**src/hdl/bqd_pkg.sv**
```systemverilog
// Shared constants, types and helpers of the Bayer quad downscaler.
package bqd_pkg;

  // Sample and geometry sizes.
  localparam int PixW     = 16;
  localparam int MaxWidth = 4096;
  localparam int ColW     = $clog2(MaxWidth);
  localparam int HalfW    = ColW - 1;
  localparam int BankDepth = MaxWidth / 2;

  // Configuration port.
  localparam int CfgIdxW  = 1;
  localparam int CfgDataW = 13;

  // Queue between the front and back parts.
  localparam int QDepth = 4;
  localparam int QPtrW  = $clog2(QDepth);
  localparam int QLvlW  = $clog2(QDepth + 1);

  // Register indexes.
  typedef enum logic [CfgIdxW-1:0] {
    CfgImageWidth  = 1'd0,
    CfgBayerPattern = 1'd1
  } cfg_reg_e;

  // Colour filter layouts.
  typedef enum logic [1:0] {
    PatRggb = 2'd0,
    PatBggr = 2'd1,
    PatGrbg = 2'd2,
    PatGbrg = 2'd3
  } bayer_pattern_e;

  // One complete quad waiting for colour selection.
  typedef struct packed {
    logic [PixW-1:0] ul;
    logic [PixW-1:0] ur;
    logic [PixW-1:0] ll;
    logic [PixW-1:0] lr;
    bayer_pattern_e  pattern;
  } job_t;

  // Reset value of the last column index (full width row).
  localparam logic [ColW-1:0] LastColRst = ColW'(MaxWidth - 1);

  // Last column index of a row for a written width, once the width is rounded down to even
  // and held to at least two and at most the line store size.
  function automatic logic [ColW-1:0] last_col(input logic [CfgDataW-1:0] width);
    logic [CfgDataW:0] w;
    w = {1'b0, width[CfgDataW-1:1], 1'b0};
    if (w < (CfgDataW+1)'(2)) begin
      w = (CfgDataW+1)'(2);
    end
    if (w > (CfgDataW+1)'(MaxWidth)) begin
      w = (CfgDataW+1)'(MaxWidth);
    end
    return ColW'(w - (CfgDataW+1)'(1));
  endfunction

endpackage

```
**src/hdl/bqd_back.sv**
```systemverilog
// Back part: colour site selection and the output register.
module bqd_back (
  input  logic                        clk_i,
  input  logic                        rst_ni,
  input  logic                        head_valid_i,
  input  bqd_pkg::job_t               head_i,
  output logic                        pop_o,
  output logic                        out_valid_o,
  input  logic                        out_ready_i,
  output logic [3*bqd_pkg::PixW-1:0]  out_data_o
);

  logic                     out_valid_q;
  logic [3*bqd_pkg::PixW-1:0] out_data_q;
  logic [bqd_pkg::PixW-1:0] red, green, blue;

  // Pick the red, green and blue sites for the layout.
  always_comb begin
    case (head_i.pattern)
      bqd_pkg::PatRggb: begin
        red = head_i.ul; green = head_i.ll; blue = head_i.lr;
      end
      bqd_pkg::PatBggr: begin
        red = head_i.lr; green = head_i.ll; blue = head_i.ul;
      end
      bqd_pkg::PatGrbg: begin
        red = head_i.ur; green = head_i.lr; blue = head_i.ll;
      end
      bqd_pkg::PatGbrg: begin
        red = head_i.ll; green = head_i.lr; blue = head_i.ur;
      end
      default: begin
        red = head_i.ul; green = head_i.ll; blue = head_i.lr;
      end
    endcase
  end

  // Load the output register whenever it is empty or being emptied.
  assign pop_o = head_valid_i & (~out_valid_q | out_ready_i);

  always_ff @(posedge clk_i or negedge rst_ni) begin
    if (!rst_ni) begin
      out_valid_q <= 1'b0;
    end else if (pop_o) begin
      out_valid_q <= 1'b1;
    end else if (out_ready_i) begin
      out_valid_q <= 1'b0;
    end
  end

  always_ff @(posedge clk_i) begin
    if (pop_o) begin
      out_data_q <= {blue, green, red};
    end
  end

  assign out_valid_o = out_valid_q;
  assign out_data_o  = out_data_q;

endmodule

```
**config.mk**
```make
export PLATFORM = sky130hd
export DESIGN_NAME = bqd_back
export DESIGN_NICKNAME = d
export VERILOG_FILES = /design/src/hdl/bqd_pkg.sv /design/src/hdl/bqd_back.sv
export SDC_FILE = /design/constraint.sdc
export NUM_CORES = 1
export LEC_CHECK = 0
export ABC_CLOCK_PERIOD_IN_PS = 2450
export BUFFER_PORTS_ARGS = -buffer_cell sky130_fd_sc_hd__buf_2
export CORE_MARGIN = 5
export CORE_UTILIZATION = 30
export CTS_CLUSTER_DIAMETER = 100
export DETAILED_ROUTE_END_ITERATION = 7
export SLEW_MARGIN = 15
export SYNTH_ARGS = -nofsm -noshare
export SYNTH_HDL_FRONTEND = slang
export SYNTH_SLANG_ARGS = --single-unit
```
**constraint.sdc**
```tcl
create_clock -name clk_i -period 2.45 [get_ports clk_i]
set_input_delay 0.6125 -clock clk_i [delete_from_list [all_inputs] [get_ports clk_i]]
set_output_delay 0.6125 -clock clk_i [all_outputs]
set_load 0.02 [all_outputs]
```
=== Yosys cells after proc, flatten, opt, wreduce, memory -nomap -nowiden ===
Index checks and enable logic that the tools add are counted.

* Register bits after elaboration: 49
* Output and inout bits: 50
* Logic and storage cells: 17

* Equal/unequal tests: 3
* Muxes and demuxes: 5
* Bitwise operators: 3
* Reductions and logical operators: 4

{| class="wikitable"
|+ Operators with widths
! cell !! number
|-
| $pmux 16 s4 || 2
|-
| $pmux 16 s2 || 1
|-
| $eq 2x2->1 const B || 2
|-
| $reduce_or 2->1 || 2
|-
| $eq 2x1->1 const B || 1
|-
| $logic_not 2->1 || 1
|-
| $mux 1 || 2
|-
| $reduce_bool 2->1 || 1
|-
| $and 1x1->1 || 1
|-
| $not 1->1 || 1
|-
| $or 1x1->1 || 1
|}

=== Logic depth before layout (Yosys ltp) ===
Gate-level depths: netlist of run 1.

* Word-level depth: 4
* Depth in mapped cells: 3
* Mapped depth without buffers: 2

=== Worst setup path after synthesis of run 1 ===
OpenSTA, ideal clock, no wires.

* Path type: in2out
* Start: in out_ready_i
* End: out pop_o
* Arrival time: 2006 ps
* Data required time: 1837 ps
* Setup slack: -168 ps
* Stages: 2
* Cell sequence: nand2b_1 and2_1

* Longest elaborated chain between the ends: 2

{| class="wikitable"
|+ Ends and longest elaborated chain
! item !! line !! source
|-
| from (decl) || bqd_back.sv:9 || <nowiki>input logic out_ready_i,</nowiki>
|-
| $or 1x1->1 || bqd_back.sv:39 || <nowiki>assign pop_o = head_valid_i & (~out_valid_q | out_ready_i);</nowiki>
|-
| $and 1x1->1 || bqd_back.sv:39 ||
|-
| to (decl) || bqd_back.sv:7 || <nowiki>output logic pop_o,</nowiki>
|}

No other way between the ends.

=== Final worst setup path of run 1 ===
Ends and elaborated chain as after synthesis.

==> implementation parameters, run 1 <==
Parameter                              Value

Outcome
  Run status    completed

Critical path
  Launch point of the worst reg-to-reg path    out_valid_o
  Reg-to-Reg End    out_data_o[4]
  Endpoint kind of the worst setup timing path    primary output
  Crit path max fanout    2
  Req. time, crit path    1840 ps
  Arrival time at the worst endpoint    1280 ps
  Critical Path Start Type    input pin
  Category of the most critical setup path    input pin to primary output
  Depth of the worst register-to-register path    3
  FF-to-FF setup slack    1130 ps

Logic synthesis
  Post-synth design cell area    2490 sq um
  Synthesized instance count    between 100 and 150
  Parity-gate share of the synthesized area counting xor and xnor cells    0
  Count of state elements after synthesis    49
  Post-Syn Nets    between 150 and 200
  Post-Syn Area per Cell    22.9 sq um
  Share of synthesized cell area in and, or, nand and nor gates    0.00752
  Adder-Cell Fraction of Synth Area    0
  Largest family of logic cells by synthesized area    multiplexers
  Mux share of post-synthesis cell area    0.364
  Count of warnings emitted by yosys    0
  Sequential share of the synthesized area    0.588
  Number of unique standard cell types used by synthesis    11
  Compound-Gate Fraction of Synth Area    0

Global routing
  Total track usage    0.107
  Number of global-route vias before repair    1767
  Maximum number of pins on one net before global-route repair    49
  Number of antenna violations at the first check in global routing    0
  Global-route wire length before repair    approximately 8.4 mm
  Sum of overflow across all layers after global routing    0

Route
  Ratio of routed vias to standard cells    4.79
  Initial drt markers    34
  TritonRoute pass-1 iters    3
  Average wire per standard cell    16.5 um
  Residual antenna-violating net count after detailed routing    0
  Total wirelength of the detailed-routed design    5.52 mm
  Total via count in the routed design    1599
  Post-route DRC violation count    0

Placement
  Quantity of I/O buffers inserted on ports    119
  Placed instance count    roughly 330
  Worst setup timing slack at the placement stage    552 ps
  RePlAce Congestion    0.683
  Placed wire-length estimate after detailed placement    4.22 mm

Clock tree
  TritonCTS Sinks    slightly below 50
  CTS clock-pin slew for the worst setup and hold paths    roughly 80 ps
  Post-CTS setup buffer count    0
  Post_cts resized    0
  Depth of the CTS H-tree    2
  TritonCTS clock tree    built
  Number of buffers inserted during clock tree synthesis    5
  Hold-fix buffers, CTS    0
  Worst-skew pair later-pin latency    ~290 ps
  Cell chosen for the clock root    sky130_fd_sc_hd__clkbuf_8
  Largest buffer count on any clock path    2

Finish
  Layout filler cell count    792
  Antenna cells    0
  Non-filler cells in the finished layout    334
  # nets final    299
  Area added between synthesis and finish    30.7%
  Commonest cells after routing, fill and taps aside    sky130_fd_sc_hd__buf_2, sky130_fd_sc_hd__edfxtp_1, sky130_fd_sc_hd__mux4_2
  Commonest non-fill, non-tap cell in the layout    sky130_fd_sc_hd__buf_2
  Share of post-route cells with drive strength above 1    0.764

Timing
  Final period utilization    0.771
  Number of endpoints failing setup at the final stage    0
  Transition at the pin with the smallest max-transition slack    278 ps
  Post-layout min period    around 1900 ps
  Endpoints failing hold    0
  Setup repair after global routing missed its margin    false
  Hold Slack    about 80 ps
  Slew Viols, Final    0
  Final total negative setup slack    0 ps
  Clock Skews    9.16 ps
  Peak Freq    530 MHz
  Final worst-path setup slack    562 ps
  Worst slew slack as a fraction of its limit    0.815

Floorplan
  Initial cell density of the core    0.305
  Die area    10200 sq um
  Die boundary width    101 um
  Vertical die dimension    101 um
  CORE AREA    8180 sq um
  IO Pins    120
  Standard-cell row count    33

Power and ir drop
  Ratio of total power to cell area    568 nW/um^2
  Maximum vdd drop    0.228 mV
  Leakage power of the design    0.00129 uW

Hold path
  Class of the tightest hold or removal check    input pin to async pin

Run
  Max-cap violations    0
-- per-stage QoR --
stage | area (sq um) | util | total power [uW]
3_5_place_dp | 3180 | 0.389 | 1420
5_1_grt | 3260 | 0.399 | 1940
6_report | 3260 | 0.399 | 1850
2_1_floorplan | 2500 | - | 1280
4_1_cts | 3260 | 0.399 | 1890
3_3_place_gp | 3180 | 0.389 | 1410
-- kinds of logic (layout without fill, tap and decap cells) --
kind of cell           count (synthesis)  in the layout
buffers and inverters                  9            129
multiplexers                          48             48
flip-flops                            49             49
AND/OR/NAND/NOR                        3              3
-- final cells by class --
| cell class | instances | area, sq um | share of cell area |
|---|---|---|---|
| tap | 105 | 131 | 0.0403 |
| timing repair buffer | 122 | 656 | 0.201 |
| multi-input combinational | 51 | 928 | 0.285 |
| sequential | 49 | 1470 | 0.450 |
| clock buffer | 5 | 68.8 | 0.0211 |
| clock inverter | 2 | 11.3 | 0.00345 |
-- registers in the layout, summed over array words and instances (netlist names) --
| signal | flops |
|---|---|
| out_data_o | 48 |
| out_valid_o | 1 |
-- cells in the mapped netlist --
cell / instances / share of area
sky130_fd_sc_hd__edfxtp_1: 48 / 0.58
sky130_fd_sc_hd__mux4_2: 30 / 0.27
sky130_fd_sc_hd__mux2_2: 16 / 0.072
sky130_fd_sc_hd__buf_12: 3 / 0.024
sky130_fd_sc_hd__buf_2: 3 / 0.0060
sky130_fd_sc_hd__buf_4: 2 / 0.0060
sky130_fd_sc_hd__mux4_1: 2 / 0.021
sky130_fd_sc_hd__nand2b_1: 2 / 0.0050
sky130_fd_sc_hd__and2_1: 1 / 0.0025
sky130_fd_sc_hd__buf_6: 1 / 0.0045
sky130_fd_sc_hd__dfrtp_1: 1 / 0.010
-- power by group --
part / internal [uW] / switching (uW) / total (uW) / leakage, uW
logic: 188 / 197 / 384 / 0.000779
registers: 997 / 12.4 / 1010 / 0.000468
clock network: 192 / 265 / 457 / 0.0000377
-- worst max path at each step --
stage	startpoint	endpoint	slack, ps	depth (start not counted)
after detailed placement	out_ready_i	pop_o	550	4
final	out_ready_i	pop_o	560	4
after floorplan	out_ready_i	pop_o	380	2
after global placement	out_ready_i	pop_o	550	4
after CTS	out_ready_i	pop_o	550	4
after global routing	out_ready_i	pop_o	520	4
-- layer usage --
layer	vias to the layer above	GRT usage	routed length, um
met5	-	0	0
li1	722	-	-
met3	5	0.0517	649
met2	73	0.184	2790
met1	799	0.117	2030
met4	0	0.0337	51
-- critical path, cell delays in order --
cell and delay, ps:
sky130_fd_sc_hd__buf_2 90, sky130_fd_sc_hd__nand2b_1 140, sky130_fd_sc_hd__and2_2 250, sky130_fd_sc_hd__buf_2 180
Note: power is estimated with default switching activity, not from simulation.
==> run 2, diff against run 1 <==
- ABC_CLOCK_PERIOD_IN_PS: 2450 -> 1800
- clock period: 2.45 -> 1.8 ns (I/O delays scaled with it)
==> run 2 against run 1 <==
  * Worst hold slack better by 280 ps
  * Power is 46% higher
  * Flip-flop and latch count stayed put
  * Global-route usage is 0.50 points higher
  * Cell count is 1.5% higher
  * Wire length is 0.18% lower
  * Clock skew is 3.5 ps higher
  * Count of clock-buffer cells in the layout stayed put
  * Combinational power is 38% higher
  * Critical path type is now flip-flop to primary output
  * Largest cell class unchanged
==> implementation parameters, run 2 (synthesis results as in run 1) <==
Parameter                              Value

Outcome
  Run status    completed

Finish
  # nets final    303
  Commonest cells after routing, fill and taps aside    sky130_fd_sc_hd__buf_2, sky130_fd_sc_hd__edfxtp_1, sky130_fd_sc_hd__mux4_2
  Number of flip-flops in the largest register    48
  Non-filler cells in the finished layout    339
  Utilization after layout    0.407
  Share of post-route cells with drive strength above 1    0.769
  Commonest non-fill, non-tap cell in the layout    sky130_fd_sc_hd__buf_2
  Antenna cells    0
  Area added between synthesis and finish    33.4%

Timing
  Final worst-path setup slack    161 ps
  Worst slew slack as a fraction of its limit    0.813
  Slew Viols, Final    0
  Final period utilization    0.910
  Peak Freq    610 MHz
  Final total negative setup slack    0 ps
  Endpoints failing hold    0
  Setup repair after global routing missed its margin    false
  Transition at the pin with the smallest max-transition slack    280 ps
  Number of endpoints failing setup at the final stage    0
  Clock Skews    12.7 ps
  Post-layout min period    1640 ps

Clock tree
  Post-CTS setup buffer count    0
  Largest buffer count on any clock path    2
  TritonCTS clock tree    built
  TritonCTS Sinks    49
  Depth of the CTS H-tree    2
  Worst-skew pair later-pin latency    300 ps
  Number of buffers inserted during clock tree synthesis    5
  CTS clock-pin slew for the worst setup and hold paths    about 80 ps
  Cell chosen for the clock root    sky130_fd_sc_hd__clkbuf_8

Critical path
  Category of the most critical setup path    flip-flop to primary output
  Depth of the worst register-to-register path    3
  Endpoint kind of the worst setup timing path    primary output
  Req. time, crit path    1350 ps
  Ordered cell list for the critical path    nand2b_1, and2_2, buf_2
  Slowest CP cell    sky130_fd_sc_hd__dfrtp_1
  Critical Path Start Type    flip-flop
  FF-to-FF setup slack    roughly 460 ps
  Crit path max fanout    4
  Largest incremental delay on the critical path    ~380 ps
  Arrival time at the worst endpoint    ~1200 ps

Floorplan
  IO Pins    120
  Vertical die dimension    about 100 um
  Initial cell density of the core    0.305
  Die area    10200 sq um
  CORE AREA    a little over 8000 sq um
  Standard-cell row count    33
  Die boundary width    101 um

Route
  Post-route DRC violation count    0
  Total via count in the routed design    between 1500 and 2000
  TritonRoute pass-1 iters    4
  Average wire per standard cell    16.3 um
  Total wirelength of the detailed-routed design    5.51 mm
  Initial drt markers    15
  Ratio of routed vias to standard cells    about 4.7
  Residual antenna-violating net count after detailed routing    0

Global routing
  Total track usage    0.112
  Sum of overflow across all layers after global routing    0
  Global-route wire length before repair    8.85 mm
  Number of antenna violations at the first check in global routing    0
  Number of global-route vias before repair    ~1800
  Maximum number of pins on one net before global-route repair    49

Placement
  Placed instance count    330
  Worst setup timing slack at the placement stage    177 ps
  Placed wire-length estimate after detailed placement    4.37 mm
  RePlAce Congestion    0.669
  Quantity of I/O buffers inserted on ports    119

Run
  Max-cap violations    0

Power and ir drop
  Reg power frac    0.511
  Ratio of total power to cell area    810 nW/um^2
  Internal power contribution    2040 uW
  Clock network fraction of total power    0.293
  Switching power    approximately 660 uW
  Leakage power of the design    0.00133 uW
  Maximum vdd drop    ~0.36 mV
  Sw Ratio    0.244
  Share of total power in combinational logic    0.196

Hold path
  Class of the tightest hold or removal check    input pin to flip-flop
  Number of instances on the worst hold path    2
==> run 2: cell types whose count changed in the layout (fill, tap and decap cells not counted) <==
cell / before / now
sky130_fd_sc_hd__buf_4: 0 / 3
sky130_fd_sc_hd__bufinv_16: 0 / 1
sky130_fd_sc_hd__clkinv_1: 1 / 0
sky130_fd_sc_hd__clkinv_2: 0 / 1
sky130_fd_sc_hd__clkinvlp_4: 1 / 0
sky130_fd_sc_hd__dlygate4sd3_1: 0 / 1
sky130_fd_sc_hd__inv_6: 0 / 1
==> run 2: metal layers <==
layer,vias up,wire length (um),GRT usage,part of all wire
met4,0,64,0.0307,0.012
met3,6,578,0.0420,0.10
met2,81,2730,0.186,0.50
met1,787,2140,0.137,0.39
met5,-,0,0,0
li1,735,-,-,-
==> run 2: repair_timing <==
item | CTS | global route
gates resized for setup | 0 | 0
hold buffers | 1 | 0
endpoints found under the hold margin | 1 | 0
endpoints found under the setup margin | 0 | 0
==> run 2: path summary, 6_finish.rpt <==
kind / startpoint / end
worst max register to register: out_valid_o / out_data_o[20]
worst max-delay path: out_valid_o / pop_o
min in group asynchronous: rst_ni / out_valid_o
max in group asynchronous: rst_ni / out_valid_o
worst min register to register: out_valid_o / out_valid_o
worst min-delay path: head_valid_i / out_valid_o
==> run 2: power groups by stage <==
stage / Sequential, uW / Combinational, uW / Clock, uW
after global placement: 1400 / 527 / 0
after detailed placement: 1400 / 537 / 0
final: 1380 / 529 / 789
after floorplan: 1510 / 231 / 0
after CTS: 1380 / 539 / 832
after global routing: 1390 / 573 / 880
==> run 2: cell type report <==
class                      count  area (sq um)
sequential                    49          1470
fill                         777          4850
clock buffer                   5          68.8
timing repair buffer         126           688
multi-input combinational     51           928
clock inverter                 3          43.8
tap                          105           131
==> run 2: critical path: cells and delay by family (launching register included) <==
family | cells | cell delay, ps
buf+inv | 1 | 200
simple gates | 2 | 320
flops | 1 | 380
==> run 2: per-stage QoR <==
step                      hold WS [ps]  area, sq um  total power, uW
after floorplan                    154         2500             1740
after global placement             225         3200             1930
after detailed placement           227         3200             1940
after CTS                          356         3330             2750
after global routing               373         3330             2840
final                              365         3330             2690
