`config.mk`:
```
export PLATFORM = sky130hd
export DESIGN_NAME = bqd_queue
export DESIGN_NICKNAME = d
export VERILOG_FILES = /design/src/hdl/bqd_pkg.sv /design/src/hdl/bqd_queue.sv
export SDC_FILE = /design/constraint.sdc
export NUM_CORES = 1
export LEC_CHECK = 0
export ABC_CLOCK_PERIOD_IN_PS = 8000
export BUFFER_PORTS_ARGS = -buffer_cell sky130_fd_sc_hd__buf_2
export CAP_MARGIN = 30
export CORE_MARGIN = 2
export CORE_UTILIZATION = 45
export DETAILED_ROUTE_END_ITERATION = 10
export PLACE_DENSITY = 0.66
export SYNTH_ARGS = -nofsm -noshare
export SYNTH_HDL_FRONTEND = slang
export SYNTH_SLANG_ARGS = --single-unit
```
`constraint.sdc`:
```
create_clock -name clk_i -period 8 [get_ports clk_i]
set_input_delay 0.4 -clock clk_i [delete_from_list [all_inputs] [get_ports clk_i]]
set_output_delay 0.4 -clock clk_i [all_outputs]
set_load 0.02 [all_outputs]
```
`src/hdl/bqd_pkg.sv`:
```
// Shared constants, types and helpers of the Bayer quad downscaler.
package bqd_pkg;

  // Sample and geometry sizes.
  localparam int PixW     = 16;
  localparam int MaxWidth = 4096;
  localparam int ColW     = $clog2(MaxWidth);
  localparam int HalfW    = ColW - 1;
  localparam int BankDepth = MaxWidth / 2;

  // Configuration port.
  localparam int CfgIdxW  = 1;
  localparam int CfgDataW = 13;

  // Queue between the front and back parts.
  localparam int QDepth = 4;
  localparam int QPtrW  = $clog2(QDepth);
  localparam int QLvlW  = $clog2(QDepth + 1);

  // Register indexes.
  typedef enum logic [CfgIdxW-1:0] {
    CfgImageWidth  = 1'd0,
    CfgBayerPattern = 1'd1
  } cfg_reg_e;

  // Colour filter layouts.
  typedef enum logic [1:0] {
    PatRggb = 2'd0,
    PatBggr = 2'd1,
    PatGrbg = 2'd2,
    PatGbrg = 2'd3
  } bayer_pattern_e;

  // One complete quad waiting for colour selection.
  typedef struct packed {
    logic [PixW-1:0] ul;
    logic [PixW-1:0] ur;
    logic [PixW-1:0] ll;
    logic [PixW-1:0] lr;
    bayer_pattern_e  pattern;
  } job_t;

  // Reset value of the last column index (full width row).
  localparam logic [ColW-1:0] LastColRst = ColW'(MaxWidth - 1);

  // Last column index of a row for a written width, once the width is rounded down to even
  // and held to at least two and at most the line store size.
  function automatic logic [ColW-1:0] last_col(input logic [CfgDataW-1:0] width);
    logic [CfgDataW:0] w;
    w = {1'b0, width[CfgDataW-1:1], 1'b0};
    if (w < (CfgDataW+1)'(2)) begin
      w = (CfgDataW+1)'(2);
    end
    if (w > (CfgDataW+1)'(MaxWidth)) begin
      w = (CfgDataW+1)'(MaxWidth);
    end
    return ColW'(w - (CfgDataW+1)'(1));
  endfunction

endpackage

```
`src/hdl/bqd_queue.sv`:
```
// Short first-in first-out queue of quads between the front and back parts.
module bqd_queue (
  input  logic                      clk_i,
  input  logic                      rst_ni,
  input  logic                      push_i,
  input  bqd_pkg::job_t             job_i,
  input  logic                      pop_i,
  output logic                      head_valid_o,
  output bqd_pkg::job_t             head_o,
  output logic [bqd_pkg::QLvlW-1:0] level_o
);

  bqd_pkg::job_t              entries_q [bqd_pkg::QDepth];
  logic [bqd_pkg::QPtrW-1:0]  wr_ptr_q, rd_ptr_q;
  logic [bqd_pkg::QLvlW-1:0]  level_q;

  // Entry storage.
  always_ff @(posedge clk_i) begin
    if (push_i) begin
      entries_q[wr_ptr_q] <= job_i;
    end
  end

  // Pointers and fill level.
  always_ff @(posedge clk_i or negedge rst_ni) begin
    if (!rst_ni) begin
      wr_ptr_q <= '0;
      rd_ptr_q <= '0;
      level_q  <= '0;
    end else begin
      if (push_i) begin
        wr_ptr_q <= wr_ptr_q + bqd_pkg::QPtrW'(1);
      end
      if (pop_i) begin
        rd_ptr_q <= rd_ptr_q + bqd_pkg::QPtrW'(1);
      end
      if (push_i & ~pop_i) begin
        level_q <= level_q + bqd_pkg::QLvlW'(1);
      end else if (~push_i & pop_i) begin
        level_q <= level_q - bqd_pkg::QLvlW'(1);
      end
    end
  end

  assign head_valid_o = level_q != '0;
  assign head_o       = entries_q[rd_ptr_q];
  assign level_o      = level_q;

endmodule

```
* Word level (Yosys, flattened, before mapping)
Memory sizes are Yosys's and may differ from the RTL's.
Cells that the tools add are included.
** Cells by class
- Add/sub/neg operators :: 4
- Multipliers :: 0
- Div/mod/pow operators :: 0
- Magnitude comparators :: 0
- Eq/ne operators :: 0
- Shift-type cells :: 0
- Muxes and demuxes :: 4
- Bitwise logic cells :: 4
- Reduce and logical (&&, ||, !) cells :: 2
** Operators with widths (number)
- $mux W3 :: 2
- $add A2 B1 Y2 const B :: 2
- $add A3 B1 Y3 const B :: 1
- $reduce_bool A3 Y1 :: 1
- $sub A3 B1 Y3 const B :: 1
- $and A1 B1 Y1 :: 2
- $mux W1 :: 2
- $not A1 Y1 :: 2
- $reduce_bool A2 Y1 :: 1
** Word-level totals
- Bits in registers :: 7
- Bits in latches :: 0
- Memory bits (writable) :: 264
- Memory bits (read-only) :: 0
- Bits of input ports :: 70
- Output and inout port bits :: 70
- Logic and storage cells :: 18
- Memories :: 1
** Memory list
- entries_q :: depth 4, bits a word 66, read ports 1, clocked after memory_dff 0, write ports 1, RTL line bqd_queue.sv:13 : bqd_pkg::job_t entries_q [bqd_pkg::QDepth];

* Longest topological paths before layout
Gate-level depths: netlist of run 1.
- Word-level depth :: 4
- Mapped depth :: 7
- Mapped depth without buffers :: 7

* Worst setup path after synthesis of run 1
No wires, ideal clock.
- Kind :: flip-flop to flip-flop
- Start point :: register wr_ptr_q[0] in the netlist's numbering
- End point :: memory entries_q[2][0] in the netlist's numbering (enable)
- Library setup time :: 431 ps
- Arrival :: 2165 ps
- Data required time :: 7569 ps
- Setup slack :: 5404 ps
- Stages on the path, launching flop included :: 4
- Buffers on the path :: 0
- Clock period less this slack :: 2596 ps
- Path through :: dfrtp_1 -> inv_1 -> ha_1 -> and2_1
** RTL lines
- start, declared :: RTL line bqd_queue.sv:14 : logic [bqd_pkg::QPtrW-1:0] wr_ptr_q, rd_ptr_q;
- start signal, assigned :: RTL line bqd_queue.sv:32 : wr_ptr_q <= wr_ptr_q + bqd_pkg::QPtrW'(1);
- end, declared :: RTL line bqd_queue.sv:13
Straight into the memory's write port.

==> load_flow_metrics.sql, run 1 <==
INSERT INTO impl_metrics (metric_group, metric, value, unit) VALUES
('yosys', 'syn-instance-count', '378', ''),
('route', 'detail_route.wirelength', '17900', 'µm'),
('clock_network', 'cts-resized-gates', '0', ''),
('sta', 'setup_failing_eps_final', '0', ''),
('floorplanning', 'site_rows', '54', ''),
('worst_setup_path', 'reg2regPathDepth', '4', ''),
('clock_network', 'tritoncts.num_buffers', '27', ''),
('global_route', 'met2_usage', '26.2', '%'),
('floorplanning', 'effective_utilization_at_floorplan', '45.6', '%'),
('clock_network', 'cts_max_path_buffers', '3', ''),
('clock_network', 'clk_pin_slew_worst_paths', '0.06', 'ns'),
('sta', 'finalCritPeriodShare', '41.6', '%'),
('power', 'share_of_power_burned_in_the_clock_network', '27.0', '%'),
('yosys', 'synth.avg_cell_area', '26.3', 'µm²'),
('power', 'power.net_switching', '1.40', 'mW'),
('clock_network', 'clock_network_latency_to_the_later_pin_of_the_worst_skew_pair', '0.51', 'ns'),
('route', 'drt_first_pass_iters', '4', ''),
('global_route', 'via_count_of_the_first_global_routing_pass', '4949', ''),
('worst_hold_path', 'holdCritPathClass', 'input port to flop', ''),
('global_route', 'busiest_layer', 'met2', ''),
('power', 'power_switching_share', '30.5', '%'),
('power', 'power_report.internal_total', '3.19', 'mW'),
('route', 'via_per_inst', '5.33', ''),
('finish', 'flow.area_growth_from_synthesis', '19.8', '%'),
('global_route', 'antenna_violations_before_repair', '2', ''),
('placement', 'routabilityCongestion', '0.675', ''),
('floorplanning', 'die_area', '23300', 'µm²'),
('sta', 'rsz0062_at_grt', 'false', ''),
('yosys', 'syn-cell-area', '9930', 'µm²'),
('power', 'power.share.combinational', '29.3', '%'),
('clock_network', 'cts_num_sinks', '271', ''),
('sta', 'slew_headroom', '43.3', '%'),
('placement', 'port-buffer-count', '139', ''),
('route', 'antenna_violating_nets_post_route', '0', ''),
('global_route', 'groute.usage.overall', '15.4', '%'),
('worst_setup_path', 'worst_setup_path_end_kind', 'primary output', ''),
('worst_setup_path', 'critPathMaxFanout', '41', ''),
('power', 'fraction_of_power_consumed_by_sequential_logic', '43.7', '%'),
('finish', 'postLayoutCellArea', '11900', 'µm²'),
('yosys', 'synth.yosys.warnings', '0', ''),
('floorplanning', 'die_h', '153', 'µm'),
('clock_network', 'tritoncts', 'yes', ''),
('worst_setup_path', 'worst-setup-path-type', 'flop to primary output', ''),
('yosys', 'synth_cell_types', '19', ''),
('placement', 'final_hpwl_dp', '10700', 'µm'),
('finish', 'post_route_cells_drive_above_1_share', '46.1', '%'),
('floorplanning', 'boundaryPins', '140', ''),
('worst_setup_path', 'reg2reg_to', 'entries_q[2][4]$_DFFE_PP_', ''),
('global_route', 'groute.layer.met3.usage', '4.35', '%'),
('sta', 'final-hold-violation-count', '0', ''),
('clock_network', 'h_tree_levels', '1', ''),
('finish', 'design.final.nets', '614', ''),
('worst_setup_path', 'timing.critical_path.arrival', '2.93', 'ns'),
('worst_hold_path', 'worstHoldStart', 'job_i[9]', ''),
('yosys', 'mappedNetlistNets', '454', ''),
('global_route', 'grt_max_degree', '43', ''),
('worst_setup_path', 'critPathLaunchType', 'flop', ''),
('route', 'wl_per_cell', '21.3', 'µm'),
('worst_setup_path', 'reg2reg_launch_point', 'wr_ptr_q[0]$_DFFE_PN0P_', ''),
('sta', 'clock.fmax', '300', 'MHz'),
('status', 'outcome', 'completed', ''),
('route', 'drt_iter0_markers', '326', ''),
('clock_network', 'post-cts-setup-buffers', '0', ''),
('floorplanning', 'fp.coreArea', '21800', 'µm²'),
('sta', 'worst-slew-pin-transition', '0.850', 'ns'),
('global_route', 'global_route.overflow_total', '0', ''),
('clock_network', 'clk_root_buffer_cell', 'sky130_fd_sc_hd__clkbuf_16', ''),
('placement', 'preCtsSetupSlack', '5.06', 'ns'),
('placement', 'dpl-instance-area', '11000', 'µm²'),
('sta', 'skew', '0.0148', 'ns'),
('sta', 'setup-tns-final', '0', 'ns');
-- synth_stat cells --
master | n | share of area [%]
sky130_fd_sc_hd__mux4_2 | 66 | 15
sky130_fd_sc_hd__edfxtp_1 | 264 | 80
sky130_fd_sc_hd__or3_1 | 1 | 0.063
sky130_fd_sc_hd__inv_1 | 4 | 0.15
sky130_fd_sc_hd__xor2_1 | 4 | 0.35
sky130_fd_sc_hd__ha_1 | 5 | 0.63
sky130_fd_sc_hd__nand2_1 | 2 | 0.076
sky130_fd_sc_hd__buf_1 | 3 | 0.11
sky130_fd_sc_hd__mux2_2 | 1 | 0.11
sky130_fd_sc_hd__fa_1 | 1 | 0.20
sky130_fd_sc_hd__nor2_1 | 1 | 0.038
sky130_fd_sc_hd__o21ai_0 | 1 | 0.050
sky130_fd_sc_hd__and2_1 | 4 | 0.25
sky130_fd_sc_hd__buf_6 | 1 | 0.11
sky130_fd_sc_hd__buf_12 | 3 | 0.60
sky130_fd_sc_hd__xnor2_1 | 2 | 0.18
sky130_fd_sc_hd__dfrtp_1 | 7 | 1.8
sky130_fd_sc_hd__buf_4 | 4 | 0.30
sky130_fd_sc_hd__buf_2 | 4 | 0.20
-- area by class of cell --
| cell class | instances | area (µm²) |
|---|---|---|
| fillers | 1659 | 9860 |
| flip-flops and latches | 271 | 8110 |
| multi-input cells | 88 | 1690 |
| repair buffers | 146 | 836 |
| clock buffers | 37 | 753 |
| well taps | 280 | 350 |
| clock inverters | 12 | 135 |
| inverters | 4 | 15.0 |
| diodes | 3 | 7.51 |
-- how the worst max path moves through the flow --
stage / start / to / slack [ns] / depth (start not counted)
finish: rd_ptr_q[0]$_DFFE_PN0P_ / head_o[65] / 4.67 / 3
global route: rd_ptr_q[0]$_DFFE_PN0P_ / head_o[65] / 4.38 / 3
CTS: rd_ptr_q[0]$_DFFE_PN0P_ / head_o[63] / 4.52 / 3
detailed placement: rd_ptr_q[0]$_DFFE_PN0P_ / head_o[63] / 5.06 / 3
global placement: rd_ptr_q[0]$_DFFE_PN0P_ / head_o[63] / 5.08 / 3
floorplan: wr_ptr_q[0]$_DFFE_PN0P_ / entries_q[2][0]$_DFFE_PP_ / 5.40 / 3
-- layout by cell type (no fill, tap or decap), drive strengths merged --
cell,Yosys,final
edfxtp,264,264
buf,15,145
mux4,66,66
clkbuf,0,37
dfrtp,7,7
clkinv,0,7
ha,5,5
inv,4,4
and2,4,4
xor2,4,4
diode,0,3
bufinv,0,3
xnor2,2,2
nand2,2,2
clkinvlp,0,2
or3,1,1
mux2,1,1
o21ai,1,1
nor2,1,1
fa,1,1
dlygate4sd3,0,1
-- routing by layer --
| layer | up-vias | share of wire [%] |
|---|---|---|
| met5 | - | 0 |
| met4 | 0 | 1.0 |
| met3 | 16 | 7.0 |
| met2 | 136 | 50 |
| met1 | 2387 | 42 |
| li1 | 1945 | - |
-- sequential cells by signal, indices dropped and copies added, names as in the netlist --
register   count
entries_q    264
level_o        3
rd_ptr_q       2
wr_ptr_q       2
-- metrics by stage --
stage	hold slack, ns	cells	power, mW
2_1_floorplan	0.104	378	2.97
3_3_place_gp	0.240	783	3.35
3_5_place_dp	0.252	788	3.41
4_1_cts	0.0755	838	4.66
5_1_grt	0.0752	839	4.80
6_report	0.102	841	4.58
-- power by group through the flow --
stage	combinational (mW)	clock [mW]	sequential, mW
after detailed placement	1.38	0	2.04
after global routing	1.44	1.33	2.03
after floorplan	1.02	0	1.95
after global placement	1.28	0	2.06
final	1.34	1.24	2.00
after CTS	1.38	1.27	2.01
-- cell families (layout without fill, tap and decap cells) --
logic type                 count (synthesis)  after routing  synth area share, %
AOI/OAI and AO/OA                          1              1               0.0503
xor gates and xnor gates                   6              6                0.529
adders and majority gates                  6              6                0.832
buffers and inverters                     19            199                 1.49
DFF                                      271            271                 81.6
muxes                                     67             67                 15.1
other                                      0              3                    0
and+or+nand+nor                            8              8                0.428
-- worst max-delay path, stage by stage, from the launching register on --
cell and delay [ns]:
sky130_fd_sc_hd__dfrtp_4 0.81, sky130_fd_sc_hd__buf_4 0.79, sky130_fd_sc_hd__mux4_2 0.63, sky130_fd_sc_hd__buf_2 0.18
Note: power is estimated with default switching activity, not from simulation.
==> run 2, diff against run 1 <==
--- a/config.mk
+++ b/config.mk
@@ -5,13 +5,14 @@
 export SDC_FILE = /design/constraint.sdc
 export NUM_CORES = 1
 export LEC_CHECK = 0
-export ABC_CLOCK_PERIOD_IN_PS = 8000
+export ABC_AREA = 1
+export ABC_CLOCK_PERIOD_IN_PS = 3400
 export BUFFER_PORTS_ARGS = -buffer_cell sky130_fd_sc_hd__buf_2
 export CAP_MARGIN = 30
 export CORE_MARGIN = 2
 export CORE_UTILIZATION = 45
 export DETAILED_ROUTE_END_ITERATION = 10
-export PLACE_DENSITY = 0.66
+export PLACE_DENSITY = 0.65
 export SYNTH_ARGS = -nofsm -noshare
 export SYNTH_HDL_FRONTEND = slang
 export SYNTH_SLANG_ARGS = --single-unit
==> constraint.sdc (replaced) <==
create_clock -name clk_i -period 3.4 [get_ports clk_i]
set_input_delay 0.17 -clock clk_i [delete_from_list [all_inputs] [get_ports clk_i]]
set_output_delay 0.17 -clock clk_i [all_outputs]
set_load 0.02 [all_outputs]
==> load_flow_metrics.sql, run 2 <==
INSERT INTO impl_metrics (metric_group, metric, value, unit) VALUES
('sta', 'timing_max_transition_violations_final', '0', ''),
('finish', 'largest_register_ffs', '264', ''),
('global_route', 'met2_usage', '29.3', '%'),
('clock_network', 'cts_hold_buffers', '70', ''),
('sta', 'post-route-min-period', '2.55', 'ns'),
('yosys', 'synth_top_cell_area_share', '71.2', '%'),
('sta', 'skew', '0.0106', 'ns'),
('power', 'p_leak', '5.53', 'nW'),
('floorplanning', 'fp.dieW', '161', 'µm'),
('global_route', 'busiest_layer', 'met2', ''),
('yosys', 'synthDominantAreaCellType', 'sky130_fd_sc_hd__edfxtp_1', ''),
('yosys', 'synth.avg_cell_area', '13.6', 'µm²'),
('floorplanning', 'boundaryPins', '140', ''),
('route', 'drt_iter0_markers', '439', ''),
('yosys', 'synth_cell_types', '19', ''),
('sta', 'rsz0062_at_grt', 'false', ''),
('clock_network', 'post-cts-setup-buffers', '0', ''),
('yosys', 'syn-cell-area', '11100', 'µm²'),
('route', 'wl_per_cell', '15.8', 'µm'),
('worst_setup_path', 'reg2reg_launch_point', 'wr_ptr_q[0]$_DFFE_PN0P_', ''),
('finish', 'post_route_cells_drive_above_1_share', '22.0', '%'),
('worst_setup_path', 'worst-setup-path-type', 'flop to primary output', ''),
('finish', 'layout.cells.most_common_list', 'sky130_fd_sc_hd__edfxtp_1 (264), sky130_fd_sc_hd__nand2_1 (212), sky130_fd_sc_hd__inv_1 (139), sky130_fd_sc_hd__buf_2 (139), sky130_fd_sc_hd__o211ai_1 (101)', ''),
('sta', 'slew_headroom', '49.0', '%'),
('worst_hold_path', 'holdCritPathClass', 'input port to flop', ''),
('yosys', 'number_of_enable_type_register_cells_in_the_synthesized_netlist', '264', ''),
('placement', 'dpl.cell_count', '1249', ''),
('sta', 'clock.fmax', '392', 'MHz'),
('run', 'drv.max_cap_violation_count', '0', ''),
('worst_setup_path', 'timing.critical_path.arrival', '2.38', 'ns'),
('clock_network', 'clk_pin_slew_worst_paths', '0.06', 'ns'),
('global_route', 'grt_max_degree', '100', ''),
('yosys', 'mappedNetlistNets', '894', ''),
('sta', 'setup_failing_eps_final', '0', ''),
('finish', 'postLayoutCellArea', '13600', 'µm²'),
('worst_setup_path', 'cp.required', '3.23', 'ns'),
('worst_hold_path', 'hold-path-endpoint', 'entries_q[1][39]$_DFFE_PP_', ''),
('worst_setup_path', 'r2r_slack', '1.29', 'ns'),
('global_route', 'first_pass_grt_wire_length', '34000', 'µm'),
('route', 'detail_route.wirelength', '21700', 'µm'),
('clock_network', 'tritoncts', 'yes', ''),
('sta', 'finalHoldWorstSlack', '0.392', 'ns'),
('worst_hold_path', 'min_delay_path_depth', '2', ''),
('finish', 'top_register_by_number_of_flip_flops', 'entries_q', ''),
('worst_setup_path', 'critPathLaunchType', 'flop', ''),
('floorplanning', 'site_rows', '57', ''),
('worst_setup_path', 'reg2regPathDepth', '5', ''),
('global_route', 'use_met1', '20.9', '%'),
('global_route', 'via_count_of_the_first_global_routing_pass', '6567', ''),
('yosys', 'syn-instance-count', '818', ''),
('floorplanning', 'effective_utilization_at_floorplan', '45.8', '%'),
('global_route', 'global_route.overflow_total', '0', ''),
('finish', 'flow.area_growth_from_synthesis', '22.4', '%'),
('placement', 'final_hpwl_dp', '12600', 'µm'),
('worst_setup_path', 'critPathMaxFanout', '99', ''),
('placement', 'port-buffer-count', '139', ''),
('finish', 'finish.cell_count_without_fillers', '1373', ''),
('clock_network', 'cts_num_sinks', '271', ''),
('floorplanning', 'die_area', '26000', 'µm²'),
('sta', 'worst-slew-pin-transition', '0.765', 'ns'),
('floorplanning', 'die_h', '161', 'µm'),
('yosys', 'yosys-top-cells-count', 'sky130_fd_sc_hd__edfxtp_1 (264), sky130_fd_sc_hd__nand2_1 (212), sky130_fd_sc_hd__inv_1 (143)', ''),
('power', 'totalPowerFinal', '12.0', 'mW'),
('global_route', 'groute.usage.overall', '16.6', '%'),
('route', 'via_per_inst', '4.84', ''),
('floorplanning', 'fp.coreArea', '24300', 'µm²'),
('yosys', 'yosys-top-cells-area', 'sky130_fd_sc_hd__edfxtp_1 (71%), sky130_fd_sc_hd__nand2_1 (7.1%), sky130_fd_sc_hd__o211ai_1 (6.8%)', ''),
('yosys', 'yosys.cell_count.top_type', 'sky130_fd_sc_hd__edfxtp_1', ''),
('yosys', 'synthArstFlopShare', '2.58', '%'),
('clock_network', 'h_tree_levels', '1', ''),
('yosys', 'synth_ff_type', 'sky130_fd_sc_hd__edfxtp_1', ''),
('global_route', 'groute.layer.met3.usage', '2.90', '%'),
('clock_network', 'clock_network_latency_to_the_later_pin_of_the_worst_skew_pair', '0.53', 'ns'),
('clock_network', 'tritoncts.num_buffers', '29', ''),
('power', 'max-vdd-ir-drop', '0.620', 'mV'),
('sta', 'final-hold-violation-count', '0', ''),
('yosys', 'synth-seq-cells', '271', ''),
('clock_network', 'clk_root_buffer_cell', 'sky130_fd_sc_hd__clkbuf_16', ''),
('finish', 'design.final.nets', '1102', ''),
('route', 'drt_first_pass_iters', '4', ''),
('route', 'antenna_violating_nets_post_route', '0', ''),
('worst_setup_path', 'worst_setup_path_end_kind', 'primary output', ''),
('sta', 'setup-tns-final', '0', 'ns'),
('status', 'outcome', 'completed', ''),
('worst_hold_path', 'worstHoldStart', 'job_i[39]', ''),
('global_route', 'antenna_violations_before_repair', '1', ''),
('power', 'cellPowerDensity', '880', 'nW/µm²'),
('yosys', 'synth.yosys.warnings', '0', ''),
('finish', 'mostFrequentLayoutCell', 'sky130_fd_sc_hd__edfxtp_1', ''),
('route', 'count_of_vias_placed_by_the_detailed_router', '6642', ''),
('sta', 'finalCritPeriodShare', '75.1', '%'),
('route', 'drt_drc_violations_left', '0', ''),
('worst_setup_path', 'reg2reg_to', 'entries_q[2][20]$_DFFE_PP_', ''),
('clock_network', 'cts_max_path_buffers', '3', ''),
('placement', 'dpl-instance-area', '12000', 'µm²'),
('clock_network', 'cts-resized-gates', '0', ''),
('placement', 'routabilityCongestion', '0.710', ''),
('yosys', 'synth_seq_area_share', '72.8', '%');
==> run 2: cell types whose count changed after synthesis, moves of 4 or more <==
cell	delta
sky130_fd_sc_hd__and2_1	-4
sky130_fd_sc_hd__buf_6	+27
sky130_fd_sc_hd__clkbuf_1	+5
sky130_fd_sc_hd__inv_1	+139
sky130_fd_sc_hd__mux4_2	-66
sky130_fd_sc_hd__nand2_1	+210
sky130_fd_sc_hd__o211ai_1	+101
sky130_fd_sc_hd__o211ai_2	+31
==> run 2: routing by layer <==
layer | share of wire [%] | vias to the layer above
met5 | 0 | -
met4 | 2.6 | 0
met3 | 4.9 | 35
met2 | 50 | 167
met1 | 43 | 3183
li1 | - | 3257
==> run 2: metrics by stage <==
| step | setup WS, ns | utilization, % |
|---|---|---|
| floorplan | 1.03 | - |
| global placement | 1.27 | 49.3 |
| detailed placement | 1.23 | 49.3 |
| CTS | 0.798 | 56.0 |
| global route | 0.661 | 56.0 |
| finish | 0.846 | 56.0 |
==> run 2: worst max-delay path by stage <==
| stage | endpoint | start | cells past startpoint | slack [ns] |
|---|---|---|---|---|
| after floorplan | entries_q[2][0]$_DFFE_PP_ | wr_ptr_q[0]$_DFFE_PN0P_ | 4 | 1.03 |
| after global placement | entries_q[2][18]$_DFFE_PP_ | wr_ptr_q[0]$_DFFE_PN0P_ | 5 | 1.27 |
| after detailed placement | entries_q[2][18]$_DFFE_PP_ | wr_ptr_q[0]$_DFFE_PN0P_ | 5 | 1.23 |
| after CTS | head_o[23] | rd_ptr_q[0]$_DFFE_PN0P_ | 5 | 0.80 |
| after global routing | head_o[6] | rd_ptr_q[0]$_DFFE_PN0P_ | 5 | 0.66 |
| final | head_o[6] | rd_ptr_q[0]$_DFFE_PN0P_ | 5 | 0.85 |
==> run 2: critical path, stage by stage (launching register included) <==
cell,delay [ns]
sky130_fd_sc_hd__dfrtp_4,0.88
sky130_fd_sc_hd__buf_12,0.42
sky130_fd_sc_hd__nand2_1,0.11
sky130_fd_sc_hd__o211ai_1,0.09
sky130_fd_sc_hd__nand2_1,0.11
sky130_fd_sc_hd__buf_2,0.17
==> run 2: layout make-up <==
class                      instances  area (µm²)
antenna                            1        2.50
clock buffer                      37         756
clock inverter                    16         185
fill                            1978       10700
inverter                         144         546
multi-input combinational        358        2080
sequential                       271        8110
tap                              324         405
timing repair buffer             222        1540
==> run 2: kinds of logic after synthesis <==
family                   count (synthesis)  synth area share, %
XOR/XNOR                                 4                0.315
flip-flops                             271                 72.8
AND/OR/NAND/NOR                        215                 7.28
AO/OA/AOI/OAI                          133                 10.3
buffers and inverters                  189                 8.53
adder cells (fa/ha/maj)                  6                0.742
==> run 2: report_power, final <==
part           switching (mW)  internal, mW
combinational            2.84          1.34
sequential              0.341          4.38
clock                    1.21          1.87
==> run 3, diff against run 2 <==
--- a/config.mk
+++ b/config.mk
@@ -6,13 +6,13 @@
 export NUM_CORES = 1
 export LEC_CHECK = 0
 export ABC_AREA = 1
-export ABC_CLOCK_PERIOD_IN_PS = 3400
+export ABC_CLOCK_PERIOD_IN_PS = 2160
 export BUFFER_PORTS_ARGS = -buffer_cell sky130_fd_sc_hd__buf_2
 export CAP_MARGIN = 30
 export CORE_MARGIN = 2
 export CORE_UTILIZATION = 45
 export DETAILED_ROUTE_END_ITERATION = 10
-export PLACE_DENSITY = 0.65
+export PLACE_DENSITY = 0.68
 export SYNTH_ARGS = -nofsm -noshare
 export SYNTH_HDL_FRONTEND = slang
 export SYNTH_SLANG_ARGS = --single-unit
==> constraint.sdc (replaced) <==
create_clock -name clk_i -period 2.16 [get_ports clk_i]
set_input_delay 0.108 -clock clk_i [delete_from_list [all_inputs] [get_ports clk_i]]
set_output_delay 0.108 -clock clk_i [all_outputs]
set_load 0.02 [all_outputs]
==> load_flow_metrics.sql, run 3 (synthesized netlist as in run 2, its figures left out) <==
INSERT INTO impl_metrics (metric_group, metric, value, unit) VALUES
('status', 'outcome', 'completed', ''),
('sta', 'skew', '0.0126', 'ns'),
('worst_setup_path', 'critPathMaxFanout', '74', ''),
('floorplanning', 'fp.coreArea', '24300', 'µm²'),
('worst_hold_path', 'hold-path-endpoint', 'entries_q[0][23]$_DFFE_PP_', ''),
('route', 'count_of_vias_placed_by_the_detailed_router', '6672', ''),
('route', 'drt_iter0_markers', '420', ''),
('route', 'via_per_inst', '4.86', ''),
('route', 'antenna_violating_nets_post_route', '0', ''),
('placement', 'preCtsSetupSlack', '0.272', 'ns'),
('worst_setup_path', 'worst-setup-path-type', 'flop to primary output', ''),
('clock_network', 'tritoncts.num_buffers', '29', ''),
('worst_setup_path', 'timing.critical_path.arrival', '1.91', 'ns'),
('worst_setup_path', 'reg2reg_to', 'entries_q[2][37]$_DFFE_PP_', ''),
('clock_network', 'clk_root_buffer_cell', 'sky130_fd_sc_hd__clkbuf_16', ''),
('power', 'power.share.combinational', '37.7', '%'),
('route', 'drt_drc_violations_left', '0', ''),
('sta', 'timing_max_transition_violations_final', '0', ''),
('global_route', 'groute.usage.overall', '16.7', '%'),
('sta', 'setup_failing_eps_final', '0', ''),
('worst_setup_path', 'reg2regPathDepth', '5', ''),
('global_route', 'via_count_of_the_first_global_routing_pass', '6587', ''),
('finish', 'top_register_by_number_of_flip_flops', 'entries_q', ''),
('sta', 'finalHoldWorstSlack', '0.327', 'ns'),
('floorplanning', 'die_area', '26000', 'µm²'),
('worst_setup_path', 'reg2reg_launch_point', 'wr_ptr_q[0]$_DFFE_PN0P_', ''),
('power', 'share_of_power_burned_in_the_clock_network', '23.6', '%'),
('sta', 'timing.final.ws_setup', '0.137', 'ns'),
('power', 'power.net_switching', '6.90', 'mW'),
('worst_hold_path', 'holdCritPathClass', 'input port to flop', ''),
('worst_hold_path', 'worstHoldStart', 'job_i[23]', ''),
('global_route', 'antenna_violations_before_repair', '0', ''),
('finish', 'post_route_cells_drive_above_1_share', '22.2', '%'),
('power', 'power_switching_share', '37.0', '%'),
('clock_network', 'cts_num_sinks', '271', ''),
('sta', 'post-route-min-period', '2.02', 'ns'),
('sta', 'rsz0062_at_grt', 'false', ''),
('sta', 'worst-slew-pin-transition', '0.532', 'ns'),
('sta', 'clock.fmax', '494', 'MHz'),
('worst_setup_path', 'cp_cell_sequence', 'buf_16, o211ai_1, nand2_1, buf_2', ''),
('route', 'm1WireLength', '8990', 'µm'),
('clock_network', 'h_tree_levels', '1', ''),
('finish', 'postLayoutCellArea', '13700', 'µm²'),
('worst_setup_path', 'cp.required', '2.05', 'ns'),
('power', 'cellPowerDensity', '1360', 'nW/µm²'),
('finish', 'largest_register_ffs', '264', ''),
('placement', 'port-buffer-count', '139', ''),
('finish', 'layout.cells.most_common_list', 'sky130_fd_sc_hd__edfxtp_1 (264), sky130_fd_sc_hd__nand2_1 (211), sky130_fd_sc_hd__inv_1 (139), sky130_fd_sc_hd__buf_2 (139), sky130_fd_sc_hd__o211ai_1 (101)', ''),
('route', 'met2_wire_len', '11000', 'µm'),
('route', 'wl_per_cell', '15.7', 'µm'),
('clock_network', 'tritoncts', 'yes', ''),
('floorplanning', 'fp.dieW', '161', 'µm'),
('worst_setup_path', 'max_stage_delay', '0.59', 'ns'),
('power', 'power_report.internal_total', '11.8', 'mW'),
('worst_setup_path', 'worst_path_max_delay_cell', 'sky130_fd_sc_hd__dfrtp_4', ''),
('sta', 'finalCritPeriodShare', '93.7', '%'),
('clock_network', 'post-cts-setup-buffers', '0', ''),
('route', 'drt_first_pass_iters', '4', ''),
('worst_setup_path', 'r2r_slack', '0.27', 'ns'),
('power', 'p_leak', '5.51', 'nW'),
('finish', 'finalCoreUtilization', '56.3', '%'),
('finish', 'design.final.nets', '1107', ''),
('floorplanning', 'boundaryPins', '140', ''),
('power', 'max-vdd-ir-drop', '0.776', 'mV'),
('finish', 'mostFrequentLayoutCell', 'sky130_fd_sc_hd__edfxtp_1', ''),
('run', 'drv.max_cap_violation_count', '0', ''),
('floorplanning', 'site_rows', '57', ''),
('placement', 'routabilityCongestion', '0.709', ''),
('sta', 'slew_headroom', '64.4', '%'),
('finish', 'finish.cell_count_without_fillers', '1373', ''),
('placement', 'final_hpwl_dp', '12800', 'µm'),
('global_route', 'first_pass_grt_wire_length', '34300', 'µm'),
('worst_hold_path', 'min_delay_path_depth', '2', ''),
('clock_network', 'cts_max_path_buffers', '3', ''),
('power', 'totalPowerFinal', '18.7', 'mW'),
('sta', 'final-hold-violation-count', '0', ''),
('route', 'detail_route.wirelength', '21600', 'µm'),
('placement', 'dpl.cell_count', '1254', ''),
('worst_setup_path', 'worst_setup_path_end_kind', 'primary output', ''),
('clock_network', 'clock_network_latency_to_the_later_pin_of_the_worst_skew_pair', '0.53', 'ns'),
('sta', 'setup-tns-final', '0', 'ns'),
('finish', 'n_antenna_cell', '0', ''),
('route', 'met3_length', '1120', 'µm'),
('worst_setup_path', 'critPathLaunchType', 'flop', ''),
('global_route', 'grt_max_degree', '75', ''),
('floorplanning', 'effective_utilization_at_floorplan', '45.8', '%'),
('floorplanning', 'die_h', '161', 'µm'),
('finish', 'flow.area_growth_from_synthesis', '22.9', '%'),
('clock_network', 'clk_pin_slew_worst_paths', '0.06', 'ns'),
('power', 'fraction_of_power_consumed_by_sequential_logic', '38.7', '%'),
('global_route', 'global_route.overflow_total', '0', ''),
('route', 'highest_signal_layer', 'met4', ''),
('placement', 'dpl-instance-area', '12100', 'µm²');
-- run 3: repair_timing --
item,in CTS,in global routing
setup endpoints to repair,0,19
gates resized for setup,0,6
endpoints found under the hold margin,275,0
hold buffers,70,0
-- run 3: area by class of cell --
class                   count  area, µm²
flip-flops and latches    271       8110
well taps                 324        405
inverters                 144        556
fillers                  1936      10600
clock inverters            15       95.1
multi-input cells         358       2080
clock buffers              34        744
repair buffers            227       1690
-- run 3: routing by layer --
layer  vias to the layer above  global-route usage (%)
met5                         -                       0
met4                         0                    4.30
met3                        29                    3.11
met2                       159                    30.2
met1                      3216                    20.7
li1                       3268                       -
-- run 3: power groups by stage --
stage                     combinational (mW)  clock [mW]  sequential, mW
final                                   7.03        4.40            7.22
after global routing                    7.75        4.72            7.30
after CTS                               7.15        4.52            7.22
after detailed placement                7.01           0            7.32
after global placement                  6.90           0            7.28
after floorplan                         5.13           0            7.26
-- run 3: worst max-delay path by stage --
stage / slack (ns) / end / cells after the start / start
6_report: 0.14 / head_o[55] / 4 / rd_ptr_q[0]$_DFFE_PN0P_
5_1_grt: 0.002 / head_o[33] / 4 / rd_ptr_q[0]$_DFFE_PN0P_
4_1_cts: 0.03 / head_o[49] / 5 / rd_ptr_q[0]$_DFFE_PN0P_
3_5_place_dp: 0.27 / entries_q[2][37]$_DFFE_PP_ / 5 / wr_ptr_q[0]$_DFFE_PN0P_
3_3_place_gp: 0.35 / entries_q[2][40]$_DFFE_PP_ / 5 / wr_ptr_q[0]$_DFFE_PN0P_
2_1_floorplan: 0.1 / entries_q[0][0]$_DFFE_PP_ / 4 / wr_ptr_q[0]$_DFFE_PN0P_
-- run 3: worst max-delay path, delay by kind of cell (launching register included) --
kind / cells / cell delay (ns)
flops: 1 / 0.59
compound gates: 1 / 0.23
simple gates: 1 / 0.12
buf+inv: 2 / 0.42
